### config.mk
export PLATFORM = sky130hd
export DESIGN_NAME = pen_stroke_command_generator_unit
export DESIGN_NICKNAME = d
export VERILOG_FILES = /design/src/rtl/core/pscg_pkg.sv /design/src/rtl/core/pscg_trail_mem.sv /design/src/rtl/core/pscg_scaler.sv /design/src/rtl/core/pscg_emit.sv /design/src/rtl/core/pen_stroke_command_generator_unit.sv
export SDC_FILE = /design/constraint.sdc
export NUM_CORES = 2
export LEC_CHECK = 0
export ABC_AREA = 1
export BUFFER_PORTS_ARGS = -buffer_cell sky130_fd_sc_hd__buf_2
export CAP_MARGIN = 5
export CORE_MARGIN = 4
export CORE_UTILIZATION = 54
export DETAILED_ROUTE_END_ITERATION = 10
export HOLD_SLACK_MARGIN = 0.1
export PLACE_DENSITY = 0.77
export RECOVER_POWER = 50
export SLEW_MARGIN = 25
export SYNTH_ARGS = -nofsm -noshare
export SYNTH_HDL_FRONTEND = slang
export SYNTH_SLANG_ARGS = --single-unit
### constraint.sdc
create_clock -name clk -period 11.4 [get_ports clk]
set_clock_uncertainty 0.2 [all_clocks]
set_input_delay 0 -clock clk [delete_from_list [all_inputs] [get_ports clk]]
set_output_delay 0 -clock clk [all_outputs]
set_load 0.02 [all_outputs]
### src/rtl/core/pscg_pkg.sv
// pscg_pkg: shared types, codes and constants of the pen stroke command generator
// used by every module under rtl/core; depends on nothing else

package pscg_pkg;

	// coordinate and field widths
	localparam int COORD_W   = 13;
	localparam int OUT_W     = 14;
	localparam int RAD_W     = 6;
	localparam int PRESS_W   = 12;
	localparam int CFG_IDX_W = 4;
	localparam int CFG_DAT_W = 13;
	localparam int TRAIL_W   = 2 * COORD_W + RAD_W;

	// parameter defaults
	localparam int TRAIL_DEPTH_DEF     = 11;
	localparam int DIGITIZER_MAX_X_DEF = 11180;
	localparam int DIGITIZER_MAX_Y_DEF = 15340;

	// event classes and codes
	localparam logic [4:0] EV_SYN = 5'd0;
	localparam logic [4:0] EV_KEY = 5'd1;
	localparam logic [4:0] EV_ABS = 5'd3;

	localparam logic [9:0] CODE_SYN_REPORT = 10'd0;
	localparam logic [9:0] CODE_ABS_X      = 10'd0;
	localparam logic [9:0] CODE_ABS_Y      = 10'd1;
	localparam logic [9:0] CODE_ABS_PRESS  = 10'd24;
	localparam logic [9:0] CODE_KEY_RUBBER = 10'd321;
	localparam logic [9:0] CODE_KEY_TOUCH  = 10'd330;

	// configuration register indexes
	localparam logic [CFG_IDX_W-1:0] CFG_SCREEN_W  = 4'd0;
	localparam logic [CFG_IDX_W-1:0] CFG_SCREEN_H  = 4'd1;
	localparam logic [CFG_IDX_W-1:0] CFG_PRESS_THR = 4'd2;
	localparam logic [CFG_IDX_W-1:0] CFG_FOOT_SPC  = 4'd3;

	// drawing constants
	localparam logic [PRESS_W-1:0] PRESS_MAX     = 12'd4095;
	localparam logic [RAD_W-1:0]   RADIUS_ERASER = 6'd22;
	localparam logic [RAD_W-1:0]   RADIUS_BASE   = 6'd2;
	localparam logic [RAD_W-1:0]   TRAIL_PAD     = 6'd13;
	localparam logic [OUT_W-1:0]   FOOT_DX       = 14'd52;
	localparam logic [OUT_W-1:0]   FOOT_DY       = 14'd38;
	localparam logic [OUT_W-1:0]   COORD_SAT     = 14'd8191;

	typedef enum logic [1:0] {
		CMD_DOT    = 2'd0,
		CMD_LINE   = 2'd1,
		CMD_SPRITE = 2'd2
	} cmd_e;

	typedef enum logic [1:0] {
		ST_IDLE,
		ST_SCALE,
		ST_DIST,
		ST_DECIDE
	} job_state_t;

	typedef struct packed {
		cmd_e                     command;
		logic                     ink_black;
		logic signed [OUT_W-1:0]  start_x;
		logic signed [OUT_W-1:0]  start_y;
		logic signed [OUT_W-1:0]  end_x;
		logic signed [OUT_W-1:0]  end_y;
		logic [RAD_W-1:0]         radius;
		logic                     sprite_side;
	} cmd_t;

	typedef cmd_t [2:0] cmd_list_t;

	// axis clamp: negative to zero, above hi to hi
	function automatic logic [15:0] clamp_axis(logic signed [15:0] v, logic [15:0] hi);
		logic [15:0] r;
		if (v[15]) begin
			r = 16'd0;
		end else if ({1'b0, v[14:0]} > hi) begin
			r = hi;
		end else begin
			r = v;
		end
		return r;
	endfunction

endpackage

### src/rtl/core/pscg_trail_mem.sv
// pscg_trail_mem: trail ring storage, one write port and two registered read ports
// uses pscg_pkg for the entry width

module pscg_trail_mem #(
	parameter int DEPTH = pscg_pkg::TRAIL_DEPTH_DEF
) (
	input  logic                              clk,
	input  logic                              we,
	input  logic [$clog2(DEPTH)-1:0]          waddr,
	input  logic [pscg_pkg::TRAIL_W-1:0]      wdata,
	input  logic                              re,
	input  logic [$clog2(DEPTH)-1:0]          raddr_a,
	input  logic [$clog2(DEPTH)-1:0]          raddr_b,
	output logic [pscg_pkg::TRAIL_W-1:0]      rdata_a,
	output logic [pscg_pkg::TRAIL_W-1:0]      rdata_b
);
	import pscg_pkg::*;

	logic [TRAIL_W-1:0] mem [DEPTH];

	// write port
	always_ff @(posedge clk) begin
		if (we) begin
			mem[waddr] <= wdata;
		end
	end

	// read ports, data held until the next read
	always_ff @(posedge clk) begin
		if (re) begin
			rdata_a <= mem[raddr_a];
			rdata_b <= mem[raddr_b];
		end
	end

endmodule

### src/rtl/core/pscg_scaler.sv
// pscg_scaler: four-stage pipeline, raw * (size - 1) / MAX_RAW by reciprocal and correction
// uses pscg_pkg for the coordinate width

module pscg_scaler #(
	parameter int MAX_RAW = pscg_pkg::DIGITIZER_MAX_X_DEF
) (
	input  logic                               clk,
	input  logic                               arst_n,
	input  logic                               start,
	input  logic [$clog2(MAX_RAW+1)-1:0]       raw,
	input  logic [pscg_pkg::COORD_W-1:0]       size_m1,
	output logic                               done,
	output logic [pscg_pkg::COORD_W-1:0]       coord
);
	import pscg_pkg::*;

	localparam int RAW_W  = $clog2(MAX_RAW + 1);
	localparam int PROD_W = RAW_W + COORD_W;
	localparam int SHIFT  = PROD_W;
	localparam int RCP_W  = SHIFT + 1;
	localparam logic [RCP_W-1:0] RECIP   = RCP_W'((64'd1 << SHIFT) / MAX_RAW);
	localparam logic [RAW_W-1:0] DIVISOR = RAW_W'(MAX_RAW);

	logic                      v_s1, v_s2, v_s3, v_s4;
	logic [PROD_W-1:0]         prod_s1, prod_s2, prod_s3;
	logic [PROD_W+RCP_W-1:0]   rcp_mul;
	logic [COORD_W-1:0]        est_s2, est_s3;
	logic [PROD_W-1:0]         estd_s3;
	logic [PROD_W-1:0]         rem;

	assign rcp_mul = PROD_W'(prod_s1) * RECIP;
	assign rem     = prod_s3 - estd_s3;

	// stage valid chain
	always_ff @(posedge clk or negedge arst_n) begin
		if (!arst_n) begin
			v_s1 <= 1'b0;
			v_s2 <= 1'b0;
			v_s3 <= 1'b0;
			v_s4 <= 1'b0;
		end else begin
			v_s1 <= start;
			v_s2 <= v_s1;
			v_s3 <= v_s2;
			v_s4 <= v_s3;
		end
	end

	// product, reciprocal estimate, back-multiply, one-step correction
	always_ff @(posedge clk) begin
		prod_s1 <= PROD_W'(raw * size_m1);
		prod_s2 <= prod_s1;
		est_s2  <= rcp_mul[SHIFT+COORD_W-1:SHIFT];
		prod_s3 <= prod_s2;
		est_s3  <= est_s2;
		estd_s3 <= PROD_W'(est_s2 * DIVISOR);
		coord   <= est_s3 + COORD_W'(rem >= PROD_W'(DIVISOR));
	end

	assign done = v_s4;

endmodule

### src/rtl/core/pscg_emit.sv
// pscg_emit: holds up to three commands of a report; sends one per cycle while m_axis_tready is high
// uses pscg_pkg for the command record

module pscg_emit (
	input  logic                    clk,
	input  logic                    arst_n,
	input  logic                    load,
	input  pscg_pkg::cmd_list_t     cmds,
	input  logic [1:0]              count,
	output logic                    active,
	output logic                    m_axis_tvalid,
	input  logic                    m_axis_tready,
	output logic [63:0]             m_axis_tdata,  // ink_black, start_x, start_y, end_x, end_y, radius, sprite_side
	output logic [1:0]              m_axis_tuser,  // command
	output logic                    m_axis_tlast
);
	import pscg_pkg::*;

	cmd_list_t   queue_q;
	logic [1:0]  count_q;
	logic [1:0]  idx_q;
	logic        active_q;
	logic        out_valid_q;
	cmd_t        out_q;
	logic        last_q;
	logic        take;
	logic        at_last;

	assign take    = !out_valid_q || m_axis_tready;
	assign at_last = idx_q == (count_q - 2'd1);

	// queue control and output valid
	always_ff @(posedge clk or negedge arst_n) begin
		if (!arst_n) begin
			active_q    <= 1'b0;
			out_valid_q <= 1'b0;
			idx_q       <= 2'd0;
			count_q     <= 2'd0;
		end else if (load) begin
			active_q <= 1'b1;
			idx_q    <= 2'd0;
			count_q  <= count;
			if (m_axis_tready) begin
				out_valid_q <= 1'b0;
			end
		end else if (active_q && take) begin
			out_valid_q <= 1'b1;
			idx_q       <= idx_q + 2'd1;
			if (at_last) begin
				active_q <= 1'b0;
			end
		end else if (m_axis_tready) begin
			out_valid_q <= 1'b0;
		end
	end

	// payload
	always_ff @(posedge clk) begin
		if (load) begin
			queue_q <= cmds;
		end else if (active_q && take) begin
			out_q  <= queue_q[idx_q];
			last_q <= at_last;
		end
	end

	assign active        = active_q;
	assign m_axis_tvalid = out_valid_q;
	assign m_axis_tuser  = out_q.command;
	assign m_axis_tlast  = last_q;
	assign m_axis_tdata  = {out_q.sprite_side, out_q.radius, out_q.end_y, out_q.end_x,
		out_q.start_y, out_q.start_x, out_q.ink_black};

endmodule

### src/rtl/core/pen_stroke_command_generator_unit.sv
// pen_stroke_command_generator_unit: top level of the pen stroke command generator
// uses pscg_pkg, pscg_scaler, pscg_trail_mem and pscg_emit
//
// Usage:
// s_axis carries digitizer events: tuser is the event type, tdata holds code and value.
// m_axis carries drawing commands: tuser is the command, tlast marks the final command
// of a sync report. The cfg channel writes screen size, pressure threshold and
// footprint spacing; cfg_ready is always high, writes belong to idle periods.
// Axis and key events are taken one per cycle and produce no command.
// A sync report that draws starts a job: both coordinates run through the four-stage
// reciprocal scaler, then the job passes the distance squares state and the decision
// and trail ring write-back state; the commands, up to three, then leave m_axis one per
// cycle while m_axis_tready is high. The job keeps the block busy until all its
// commands have moved into the output register; further axis and key events are still
// taken meanwhile, a sync waits until then.
// The trail ring is a small memory read at the two oldest entries when the job starts
// and, for a pen job, written at the oldest entry when the job decides.
// When the receiver stalls, commands wait in the output register and the queue; axis
// and key events are still taken. Reset clears pen state, stroke, anchor and trail
// bookkeeping and loads default configuration; trail memory contents need no clearing.

module pen_stroke_command_generator_unit #(
	parameter int TRAIL_DEPTH     = pscg_pkg::TRAIL_DEPTH_DEF,
	parameter int DIGITIZER_MAX_X = pscg_pkg::DIGITIZER_MAX_X_DEF,
	parameter int DIGITIZER_MAX_Y = pscg_pkg::DIGITIZER_MAX_Y_DEF
) (
	input  logic                             clk,
	input  logic                             arst_n,
	input  logic                             s_axis_tvalid,
	output logic                             s_axis_tready,
	input  logic [31:0]                      s_axis_tdata,  // event_code, event_value
	input  logic [4:0]                       s_axis_tuser,  // event_type
	output logic                             m_axis_tvalid,
	input  logic                             m_axis_tready,
	output logic [63:0]                      m_axis_tdata,  // ink_black, start_x, start_y, end_x, end_y, radius, sprite_side
	output logic [1:0]                       m_axis_tuser,  // command
	output logic                             m_axis_tlast,
	input  logic                             cfg_valid,
	output logic                             cfg_ready,
	input  logic [pscg_pkg::CFG_IDX_W-1:0]   cfg_index,
	input  logic [pscg_pkg::CFG_DAT_W-1:0]   cfg_data
);
	import pscg_pkg::*;

	localparam int RAWX_W = $clog2(DIGITIZER_MAX_X + 1);
	localparam int RAWY_W = $clog2(DIGITIZER_MAX_Y + 1);
	localparam int HEAD_W = $clog2(TRAIL_DEPTH);
	localparam int CNT_W  = $clog2(TRAIL_DEPTH + 1);
	localparam logic [HEAD_W-1:0] HEAD_LAST = HEAD_W'(TRAIL_DEPTH - 1);
	localparam logic [CNT_W-1:0]  CNT_FULL  = CNT_W'(TRAIL_DEPTH);

	// event fields
	logic [4:0]         ev_type;
	logic [9:0]         ev_code;
	logic signed [15:0] ev_value;
	logic               in_accept;
	logic               is_sync;
	logic               draw_now;
	logic               job_start;
	logic               clear_now;
	logic               busy;
	logic               emit_active;
	logic [15:0]        clamp_x, clamp_y, clamp_p;

	// configuration
	logic [COORD_W-1:0] screen_w_q, screen_h_q;
	logic [PRESS_W-1:0] press_thr_q, foot_spc_q;
	logic [COORD_W-1:0] size_x_m1, size_y_m1;

	// pen state
	logic [RAWX_W-1:0]  raw_x_q;
	logic [RAWY_W-1:0]  raw_y_q;
	logic [PRESS_W-1:0] pressure_q;
	logic               pen_down_q, eraser_q, pending_q;
	logic               prev_valid_q, anchor_valid_q, parity_q;
	logic [COORD_W-1:0] prev_x_q, prev_y_q, anchor_x_q, anchor_y_q;
	logic [CNT_W-1:0]   trail_cnt_q;
	logic [HEAD_W-1:0]  trail_head_q, head_next;
	logic               trail_full;

	// job registers
	job_state_t         state_q, state_d;
	logic               job_eraser_q, job_full_q;
	logic [PRESS_W-1:0] job_press_q;
	logic [HEAD_W-1:0]  job_head_q;
	logic [COORD_W-1:0] x_q, y_q;
	logic [26:0]        sq_x_q, sq_y_q;
	logic [23:0]        spc_sq_q;
	logic [RAD_W-1:0]   radius_q;
	logic               scale_done_x, scale_done_y;
	logic [COORD_W-1:0] scale_x, scale_y;

	// decision
	logic signed [OUT_W-1:0] dx, dy;
	logic signed [27:0]      dx_sq, dy_sq;
	logic [13:0]             press3;
	logic [27:0]             dist_sum;
	logic                    step;
	logic [OUT_W-1:0]        foot_x_raw, foot_x;
	logic signed [OUT_W-1:0] sx, sy;
	logic [TRAIL_W-1:0]      rd_old, rd_next, wr_entry;
	logic                    load_cmds;
	cmd_list_t               cmds;
	logic [1:0]              cmd_count;
	cmd_t                    c_stroke, c_foot, c_erase;

	assign ev_type   = s_axis_tuser;
	assign ev_code   = s_axis_tdata[9:0];
	assign ev_value  = $signed(s_axis_tdata[25:10]);
	assign is_sync   = (ev_type == EV_SYN) && (ev_code == CODE_SYN_REPORT);
	assign busy      = (state_q != ST_IDLE) || emit_active;
	assign s_axis_tready = !(busy && is_sync);
	assign in_accept = s_axis_tvalid && s_axis_tready;
	assign draw_now  = pen_down_q && (pressure_q > press_thr_q);
	assign job_start = in_accept && is_sync && pending_q && draw_now;
	assign clear_now = in_accept && is_sync && pending_q && !draw_now;
	assign cfg_ready = 1'b1;

	assign clamp_x = clamp_axis(ev_value, 16'(DIGITIZER_MAX_X));
	assign clamp_y = clamp_axis(ev_value, 16'(DIGITIZER_MAX_Y));
	assign clamp_p = clamp_axis(ev_value, 16'(PRESS_MAX));

	assign size_x_m1  = (screen_w_q == '0) ? '0 : screen_w_q - COORD_W'(1);
	assign size_y_m1  = (screen_h_q == '0) ? '0 : screen_h_q - COORD_W'(1);
	assign trail_full = trail_cnt_q == CNT_FULL;
	assign head_next  = (trail_head_q == HEAD_LAST) ? '0 : trail_head_q + HEAD_W'(1);

	// configuration writes
	always_ff @(posedge clk or negedge arst_n) begin
		if (!arst_n) begin
			screen_w_q  <= 13'd1404;
			screen_h_q  <= 13'd1872;
			press_thr_q <= 12'd40;
			foot_spc_q  <= 12'd120;
		end else if (cfg_valid) begin
			case (cfg_index)
				CFG_SCREEN_W:  screen_w_q  <= cfg_data;
				CFG_SCREEN_H:  screen_h_q  <= cfg_data;
				CFG_PRESS_THR: press_thr_q <= cfg_data[PRESS_W-1:0];
				CFG_FOOT_SPC:  foot_spc_q  <= cfg_data[PRESS_W-1:0];
				default: ;
			endcase
		end
	end

	// event decode and pen state
	always_ff @(posedge clk or negedge arst_n) begin
		if (!arst_n) begin
			raw_x_q    <= '0;
			raw_y_q    <= '0;
			pressure_q <= '0;
			pen_down_q <= 1'b0;
			eraser_q   <= 1'b0;
			pending_q  <= 1'b0;
		end else if (in_accept) begin
			case (ev_type)
				EV_ABS: begin
					if (ev_code == CODE_ABS_X) begin
						raw_x_q   <= clamp_x[RAWX_W-1:0];
						pending_q <= 1'b1;
					end else if (ev_code == CODE_ABS_Y) begin
						raw_y_q   <= clamp_y[RAWY_W-1:0];
						pending_q <= 1'b1;
					end else if (ev_code == CODE_ABS_PRESS) begin
						pressure_q <= clamp_p[PRESS_W-1:0];
						pending_q  <= 1'b1;
					end
				end
				EV_KEY: begin
					if (ev_code == CODE_KEY_RUBBER) begin
						eraser_q <= ev_value != '0;
					end else if (ev_code == CODE_KEY_TOUCH) begin
						pen_down_q <= ev_value != '0;
						pending_q  <= 1'b1;
					end
				end
				EV_SYN: begin
					if (ev_code == CODE_SYN_REPORT) begin
						pending_q <= 1'b0;
					end
				end
				default: ;
			endcase
		end
	end

	// stroke, anchor and trail bookkeeping
	always_ff @(posedge clk or negedge arst_n) begin
		if (!arst_n) begin
			prev_valid_q   <= 1'b0;
			anchor_valid_q <= 1'b0;
			parity_q       <= 1'b0;
			trail_cnt_q    <= '0;
			trail_head_q   <= '0;
		end else if (clear_now) begin
			prev_valid_q   <= 1'b0;
			anchor_valid_q <= 1'b0;
			trail_cnt_q    <= '0;
			trail_head_q   <= '0;
		end else if (job_start && !eraser_q) begin
			trail_head_q <= head_next;
			if (!trail_full) begin
				trail_cnt_q <= trail_cnt_q + CNT_W'(1);
			end
		end else if (state_q == ST_DECIDE) begin
			prev_valid_q <= 1'b1;
			if (!job_eraser_q && step) begin
				anchor_valid_q <= 1'b1;
				parity_q       <= ~parity_q;
			end
		end
	end

	// stroke and anchor coordinates
	always_ff @(posedge clk) begin
		if (state_q == ST_DECIDE) begin
			prev_x_q <= x_q;
			prev_y_q <= y_q;
			if (!job_eraser_q && step) begin
				anchor_x_q <= x_q;
				anchor_y_q <= y_q;
			end
		end
	end

	// job state register
	always_ff @(posedge clk or negedge arst_n) begin
		if (!arst_n) begin
			state_q <= ST_IDLE;
		end else begin
			state_q <= state_d;
		end
	end

	// job next state
	always_comb begin
		state_d   = state_q;
		load_cmds = 1'b0;
		case (state_q)
			ST_IDLE:   if (job_start) state_d = ST_SCALE;
			ST_SCALE:  if (scale_done_x) state_d = ST_DIST;
			ST_DIST:   state_d = ST_DECIDE;
			ST_DECIDE: begin
				load_cmds = 1'b1;
				state_d   = ST_IDLE;
			end
			default:   state_d = ST_IDLE;
		endcase
	end

	// coordinate scaling
	pscg_scaler #(.MAX_RAW(DIGITIZER_MAX_X)) u_scale_x (
		.clk     (clk),
		.arst_n  (arst_n),
		.start   (job_start),
		.raw     (raw_x_q),
		.size_m1 (size_x_m1),
		.done    (scale_done_x),
		.coord   (scale_x)
	);

	pscg_scaler #(.MAX_RAW(DIGITIZER_MAX_Y)) u_scale_y (
		.clk     (clk),
		.arst_n  (arst_n),
		.start   (job_start),
		.raw     (raw_y_q),
		.size_m1 (size_y_m1),
		.done    (scale_done_y),
		.coord   (scale_y)
	);

	// trail ring
	pscg_trail_mem #(.DEPTH(TRAIL_DEPTH)) u_trail (
		.clk     (clk),
		.we      ((state_q == ST_DECIDE) && !job_eraser_q),
		.waddr   (job_head_q),
		.wdata   (wr_entry),
		.re      (job_start),
		.raddr_a (trail_head_q),
		.raddr_b (head_next),
		.rdata_a (rd_old),
		.rdata_b (rd_next)
	);

	// job snapshot, scaled point, squares
	assign dx     = $signed({1'b0, x_q}) - $signed({1'b0, anchor_x_q});
	assign dy     = $signed({1'b0, y_q}) - $signed({1'b0, anchor_y_q});
	assign dx_sq  = dx * dx;
	assign dy_sq  = dy * dy;
	assign press3 = 14'(job_press_q * 2'd3);

	always_ff @(posedge clk) begin
		if (job_start) begin
			job_eraser_q <= eraser_q;
			job_full_q   <= trail_full;
			job_press_q  <= pressure_q;
			job_head_q   <= trail_head_q;
		end
		if (state_q == ST_SCALE && scale_done_y) begin
			x_q <= scale_x;
			y_q <= scale_y;
		end
		if (state_q == ST_DIST) begin
			sq_x_q   <= dx_sq[26:0];
			sq_y_q   <= dy_sq[26:0];
			spc_sq_q <= 24'(foot_spc_q * foot_spc_q);
			radius_q <= job_eraser_q ? RADIUS_ERASER : RADIUS_BASE + RAD_W'(press3[13:12]);
		end
	end

	// command assembly
	assign dist_sum   = 28'(sq_x_q) + 28'(sq_y_q);
	assign step       = !anchor_valid_q || (dist_sum > 28'(spc_sq_q));
	assign sx         = $signed({1'b0, x_q});
	assign sy         = $signed({1'b0, y_q});
	assign foot_x_raw = {1'b0, x_q} + FOOT_DX;
	assign foot_x     = (foot_x_raw > COORD_SAT) ? COORD_SAT : foot_x_raw;
	assign wr_entry   = {x_q, y_q, radius_q + TRAIL_PAD};

	always_comb begin
		c_stroke.command     = prev_valid_q ? CMD_LINE : CMD_DOT;
		c_stroke.ink_black   = !job_eraser_q;
		c_stroke.start_x     = prev_valid_q ? $signed({1'b0, prev_x_q}) : sx;
		c_stroke.start_y     = prev_valid_q ? $signed({1'b0, prev_y_q}) : sy;
		c_stroke.end_x       = sx;
		c_stroke.end_y       = sy;
		c_stroke.radius      = radius_q;
		c_stroke.sprite_side = 1'b0;

		c_foot.command     = CMD_SPRITE;
		c_foot.ink_black   = 1'b1;
		c_foot.start_x     = $signed(foot_x);
		c_foot.start_y     = sy - $signed(FOOT_DY);
		c_foot.end_x       = $signed(foot_x);
		c_foot.end_y       = sy - $signed(FOOT_DY);
		c_foot.radius      = '0;
		c_foot.sprite_side = parity_q;

		c_erase.command     = CMD_LINE;
		c_erase.ink_black   = 1'b0;
		c_erase.start_x     = $signed({1'b0, rd_old[TRAIL_W-1 -: COORD_W]});
		c_erase.start_y     = $signed({1'b0, rd_old[RAD_W +: COORD_W]});
		c_erase.end_x       = $signed({1'b0, rd_next[TRAIL_W-1 -: COORD_W]});
		c_erase.end_y       = $signed({1'b0, rd_next[RAD_W +: COORD_W]});
		c_erase.radius      = rd_old[RAD_W-1:0];
		c_erase.sprite_side = 1'b0;

		cmds[0]   = c_stroke;
		cmds[1]   = c_erase;
		cmds[2]   = c_erase;
		cmd_count = 2'd1;
		if (!job_eraser_q) begin
			if (step) begin
				cmds[1]   = c_foot;
				cmd_count = 2'd2;
			end
			if (job_full_q) begin
				cmd_count = cmd_count + 2'd1;
			end
		end
	end

	// output queue and register
	pscg_emit u_emit (
		.clk           (clk),
		.arst_n        (arst_n),
		.load          (load_cmds),
		.cmds          (cmds),
		.count         (cmd_count),
		.active        (emit_active),
		.m_axis_tvalid (m_axis_tvalid),
		.m_axis_tready (m_axis_tready),
		.m_axis_tdata  (m_axis_tdata),
		.m_axis_tuser  (m_axis_tuser),
		.m_axis_tlast  (m_axis_tlast)
	);

endmodule
==> out/qor.tcl <==
set qor(clkLatencyLatePin_ns) 0.80
set qor(design.final.nets) 12800
set qor(post_synth_instance_area_mm2) 0.0987
set qor(flip_flop_and_latch_count_after_synthesis) 1207
set qor(floorplan.initialDensity) 0.545
set qor(syn_to_final_growth_pct) 9.04
set qor(htree_num_levels) 4
set qor(reg2reg_from) {x_q[9]}
set qor(timing.final.setup_violations) 0
set qor(fmax_ghz) 0.112
set qor(numPlacedInstances) 12700
set qor(layout.filler_cells) 14700
set qor(cp_num_buf_inv) 7
set qor(whs_ns) 0.111
set qor(drcViolationCount) 0
set qor(fin_area_mm2) 0.108
set qor(drive_above_1_share) 0.0380
set qor(maxCapViolations) 10
set qor(drt_first_pass_iters) 9
set qor(first_global_vias) 77300
set qor(synth.yosys.warnings) 0
set qor(rsz0062_at_grt) {false}
set qor(path_clk_slew_ns) 0.07
set qor(ctsLongestPathBuffers) 3
set qor(violations) {capacitance limit, slew limit}
set qor(ios) 129
set qor(dp.final_hpwl_um) 184000
set qor(hold_start) {u_scale_y.prod_s2[6]}
set qor(synth.net_count) 12500
set qor(worst_path_largest_cell_delay_ns) 0.89
set qor(post_drt_via_cell_ratio) 5.66
set qor(grt_max_degree) 83
set qor(cpMostUsedCell) {sky130_fd_sc_hd__fa_1}
set qor(ys_seq_area_frac) 0.332
set qor(numCtsBuffers) 134
set qor(avg_inst_size_synth_um2) 9.46
set qor(worst-r2r-setup-slack_ns) 2.48
set qor(grt_first_pass_wirelength_um) 404000
set qor(clock_sinks) 1207
set qor(timing.hold.worst.class) {reg2reg}
set qor(design.core.area_mm2) 0.181
set qor(hold_crit_endpoint) {u_scale_y.prod_s3[6]}
set qor(multi_input_logic_area_mm2) 0.0571
set qor(cts_root_buffer) {sky130_fd_sc_hd__clkbuf_16}
set qor(slowest_stage) {sky130_fd_sc_hd__clkbuf_1}
set qor(cts_tree) {done}
set qor(final_hold_viol_count) 0
set qor(io_buffer_count) 121
set qor(period_minus_slack_ns) 8.92
set qor(min_period_over_period) 0.783
set qor(dieWidth_um) 436
set qor(placement_rows) 156
set qor(postPlaceCellArea_mm2) 0.102
set qor(timing_max_transition_violations_final) 549
set qor(result_of_the_run) {finished with violations}
set qor(grt_overflow) 0
set qor(antenna_found_initial) 13
set qor(synth_cell_type_count) 69
set qor(cts_setup_buffers) 0
set qor(critical_path_capture_point_type) {flip-flop}
set qor(edff_count_synth) 803
set qor(fp.dieArea_mm2) 0.190
set qor(worst-endpoint-arrival_ns) 9.26
set qor(setup.worst_path.class) {reg2reg}
set qor(worst-slew-pin-transition_ns) 4.04
set qor(reg2reg_to) {sq_x_q[26]}
set qor(final_setup_tns_ns) 0
set qor(critical_path_required_ns) 11.73
set qor(drt_iter0_markers) 6769
set qor(syn_inst) 10400
set qor(proportion_of_register_bits_with_asynchronous_set_or_reset_after_synthesis) 0.0961
set qor(hold_path_depth) 0
set qor(detail-route-antenna-nets) 0
set qor(instances_no_fill) 13100
set qor(vias) 74300
set qor(drt-total-wl_um) 252000
set qor(timing.critical_path.max_delay_family) {adder cells}
set qor(dominant_synthesized_flop_cell) {sky130_fd_sc_hd__edfxtp_1}
set qor(critical_path.startpoint_type) {flip-flop}
set qor(max-slew-margin-rel) -1.69
set qor(r2r.worst_path.cells) 30
set qor(globalRouteTotalUtil) 0.266
set qor(wire_per_inst_um) 19.2
set qor(final-seq-area_mm2) 0.0328
set qor(largest_fanout_on_the_critical_path) 16
set qor(gp_routability_congestion) 0.935
set qor(die_height_um) 436
-- per-layer routing --
metal / GRT usage / up-vias / part of all wire
met1: 0.334 / 36100 / 0.38
met4: 0.110 / 4 / 0.043
met5: 0 / - / 0.00011
met3: 0.0593 / 796 / 0.094
li1: - / 33900 / -
met2: 0.445 / 3470 / 0.48
-- final cells by class --
type,count,area share
multi-input combinational,6850,0.530
sequential,1207,0.305
inverter,2132,0.0744
clock buffer,176,0.0342
tap,2370,0.0275
timing repair buffer,331,0.0222
clock inverter,66,0.00694
antenna,3,0.0000697
-- through the flow --
stage | utilization | worst slack, ns
final | 0.594 | 2.48
after global routing | 0.594 | 1.94
after CTS | 0.595 | 2.79
after detailed placement | 0.562 | 2.82
after global placement | 0.562 | 2.94
after floorplan | - | 3.45
-- cells in the final DEF (no fill, tap or decap), types with 19 or more instances in the layout --
master / Yosys / routed
sky130_fd_sc_hd__o21bai_1: 31 / 31
sky130_fd_sc_hd__nand3_1: 391 / 391
sky130_fd_sc_hd__o21ai_1: 41 / 41
sky130_fd_sc_hd__nor4_1: 28 / 28
sky130_fd_sc_hd__a21oi_1: 528 / 528
sky130_fd_sc_hd__o22ai_1: 21 / 21
sky130_fd_sc_hd__nor2_4: 1 / 19
sky130_fd_sc_hd__inv_1: 2102 / 2102
sky130_fd_sc_hd__buf_4: 3 / 42
sky130_fd_sc_hd__nand2_1: 1754 / 1753
sky130_fd_sc_hd__o211ai_1: 51 / 51
sky130_fd_sc_hd__dlygate4sd3_1: 0 / 148
sky130_fd_sc_hd__inv_2: 21 / 19
sky130_fd_sc_hd__buf_2: 32 / 51
sky130_fd_sc_hd__ha_1: 975 / 975
sky130_fd_sc_hd__o21ai_0: 490 / 490
sky130_fd_sc_hd__dfxtp_1: 288 / 288
sky130_fd_sc_hd__nor2_1: 742 / 722
sky130_fd_sc_hd__a21o_1: 32 / 32
sky130_fd_sc_hd__nand3b_1: 22 / 22
sky130_fd_sc_hd__clkbuf_16: 0 / 138
sky130_fd_sc_hd__a22oi_1: 22 / 22
sky130_fd_sc_hd__a31oi_1: 22 / 22
sky130_fd_sc_hd__edfxtp_1: 803 / 803
sky130_fd_sc_hd__nand4_1: 71 / 71
sky130_fd_sc_hd__fa_1: 1065 / 1065
sky130_fd_sc_hd__xnor2_1: 98 / 98
sky130_fd_sc_hd__a221oi_1: 39 / 39
sky130_fd_sc_hd__xor2_1: 202 / 202
sky130_fd_sc_hd__nor3_1: 59 / 59
sky130_fd_sc_hd__clkinv_1: 9 / 26
sky130_fd_sc_hd__clkbuf_1: 168 / 118
sky130_fd_sc_hd__dfrtp_1: 98 / 97
-- flip-flops by register name (all words and copies together), names as in the netlist, 27 cells and up --
signal / cells
u_emit.m_axis_tdata: 62
u_emit.queue_q: 153
u_scale_x.prod_s1: 27
u_scale_x.prod_s2: 27
u_scale_x.prod_s3: 27
u_scale_y.prod_s1: 27
u_scale_y.prod_s2: 27
u_scale_y.prod_s3: 27
u_trail.mem: 352
u_trail.rdata_a: 32
-- how the worst max path moves through the flow --
stage                from           endpoint  slack (ns)  depth (start not counted)
6_report           x_q[9]         sq_x_q[26]        2.48                         30
4_1_cts            y_q[0]         sq_y_q[24]        2.79                         30
3_5_place_dp       y_q[0]         sq_y_q[24]        2.82                         30
3_3_place_gp       y_q[0]         sq_y_q[24]        2.94                         30
5_1_grt            x_q[9]         sq_x_q[26]        1.94                         30
2_1_floorplan  state_q[0]  u_trail.mem[0][0]        3.45                          7
-- cells in the mapped netlist (28+ instances only) --
cell type                  number  share of area
sky130_fd_sc_hd__inv_1       2102          0.080
sky130_fd_sc_hd__nand2_1     1754          0.067
sky130_fd_sc_hd__fa_1        1065           0.22
sky130_fd_sc_hd__ha_1         975           0.12
sky130_fd_sc_hd__edfxtp_1     803           0.24
sky130_fd_sc_hd__nor2_1       742          0.028
sky130_fd_sc_hd__a21oi_1      528          0.027
sky130_fd_sc_hd__o21ai_0      490          0.025
sky130_fd_sc_hd__nand3_1      391          0.020
sky130_fd_sc_hd__dfxtp_1      288          0.058
sky130_fd_sc_hd__xor2_1       202          0.018
sky130_fd_sc_hd__clkbuf_1     168         0.0064
sky130_fd_sc_hd__dfrtp_1       98          0.025
sky130_fd_sc_hd__xnor2_1       98         0.0087
sky130_fd_sc_hd__nand4_1       71         0.0045
sky130_fd_sc_hd__nor3_1        59         0.0030
sky130_fd_sc_hd__o211ai_1      51         0.0039
sky130_fd_sc_hd__o21ai_1       41         0.0021
sky130_fd_sc_hd__a221oi_1      39         0.0035
sky130_fd_sc_hd__buf_1         38         0.0014
sky130_fd_sc_hd__a21o_1        32         0.0024
sky130_fd_sc_hd__buf_2         32         0.0016
sky130_fd_sc_hd__o21bai_1      31         0.0024
sky130_fd_sc_hd__nor4_1        28         0.0018
-- logic make-up after synthesis --
logic type               Yosys count  share of synthesized area
multiplexers                       2                   0.000203
AO/OA/AOI/OAI                   1373                     0.0786
flip-flops                      1207                      0.332
buffers and inverters           2378                     0.0914
XOR/XNOR                         305                     0.0274
adder cells (fa/ha/maj)         2040                      0.339
other                              2                  0.0000761
AND/OR/NAND/NOR                 3128                      0.131
-- repair_timing --
item	in CTS	in global routing
hold buffers	149	0
resized for setup	0	0
hold endpoints to repair	271	0
Power is left out: the tool's default activity adds up to more than one toggle a clock period on the data nets, which glitch-free logic cannot reach.
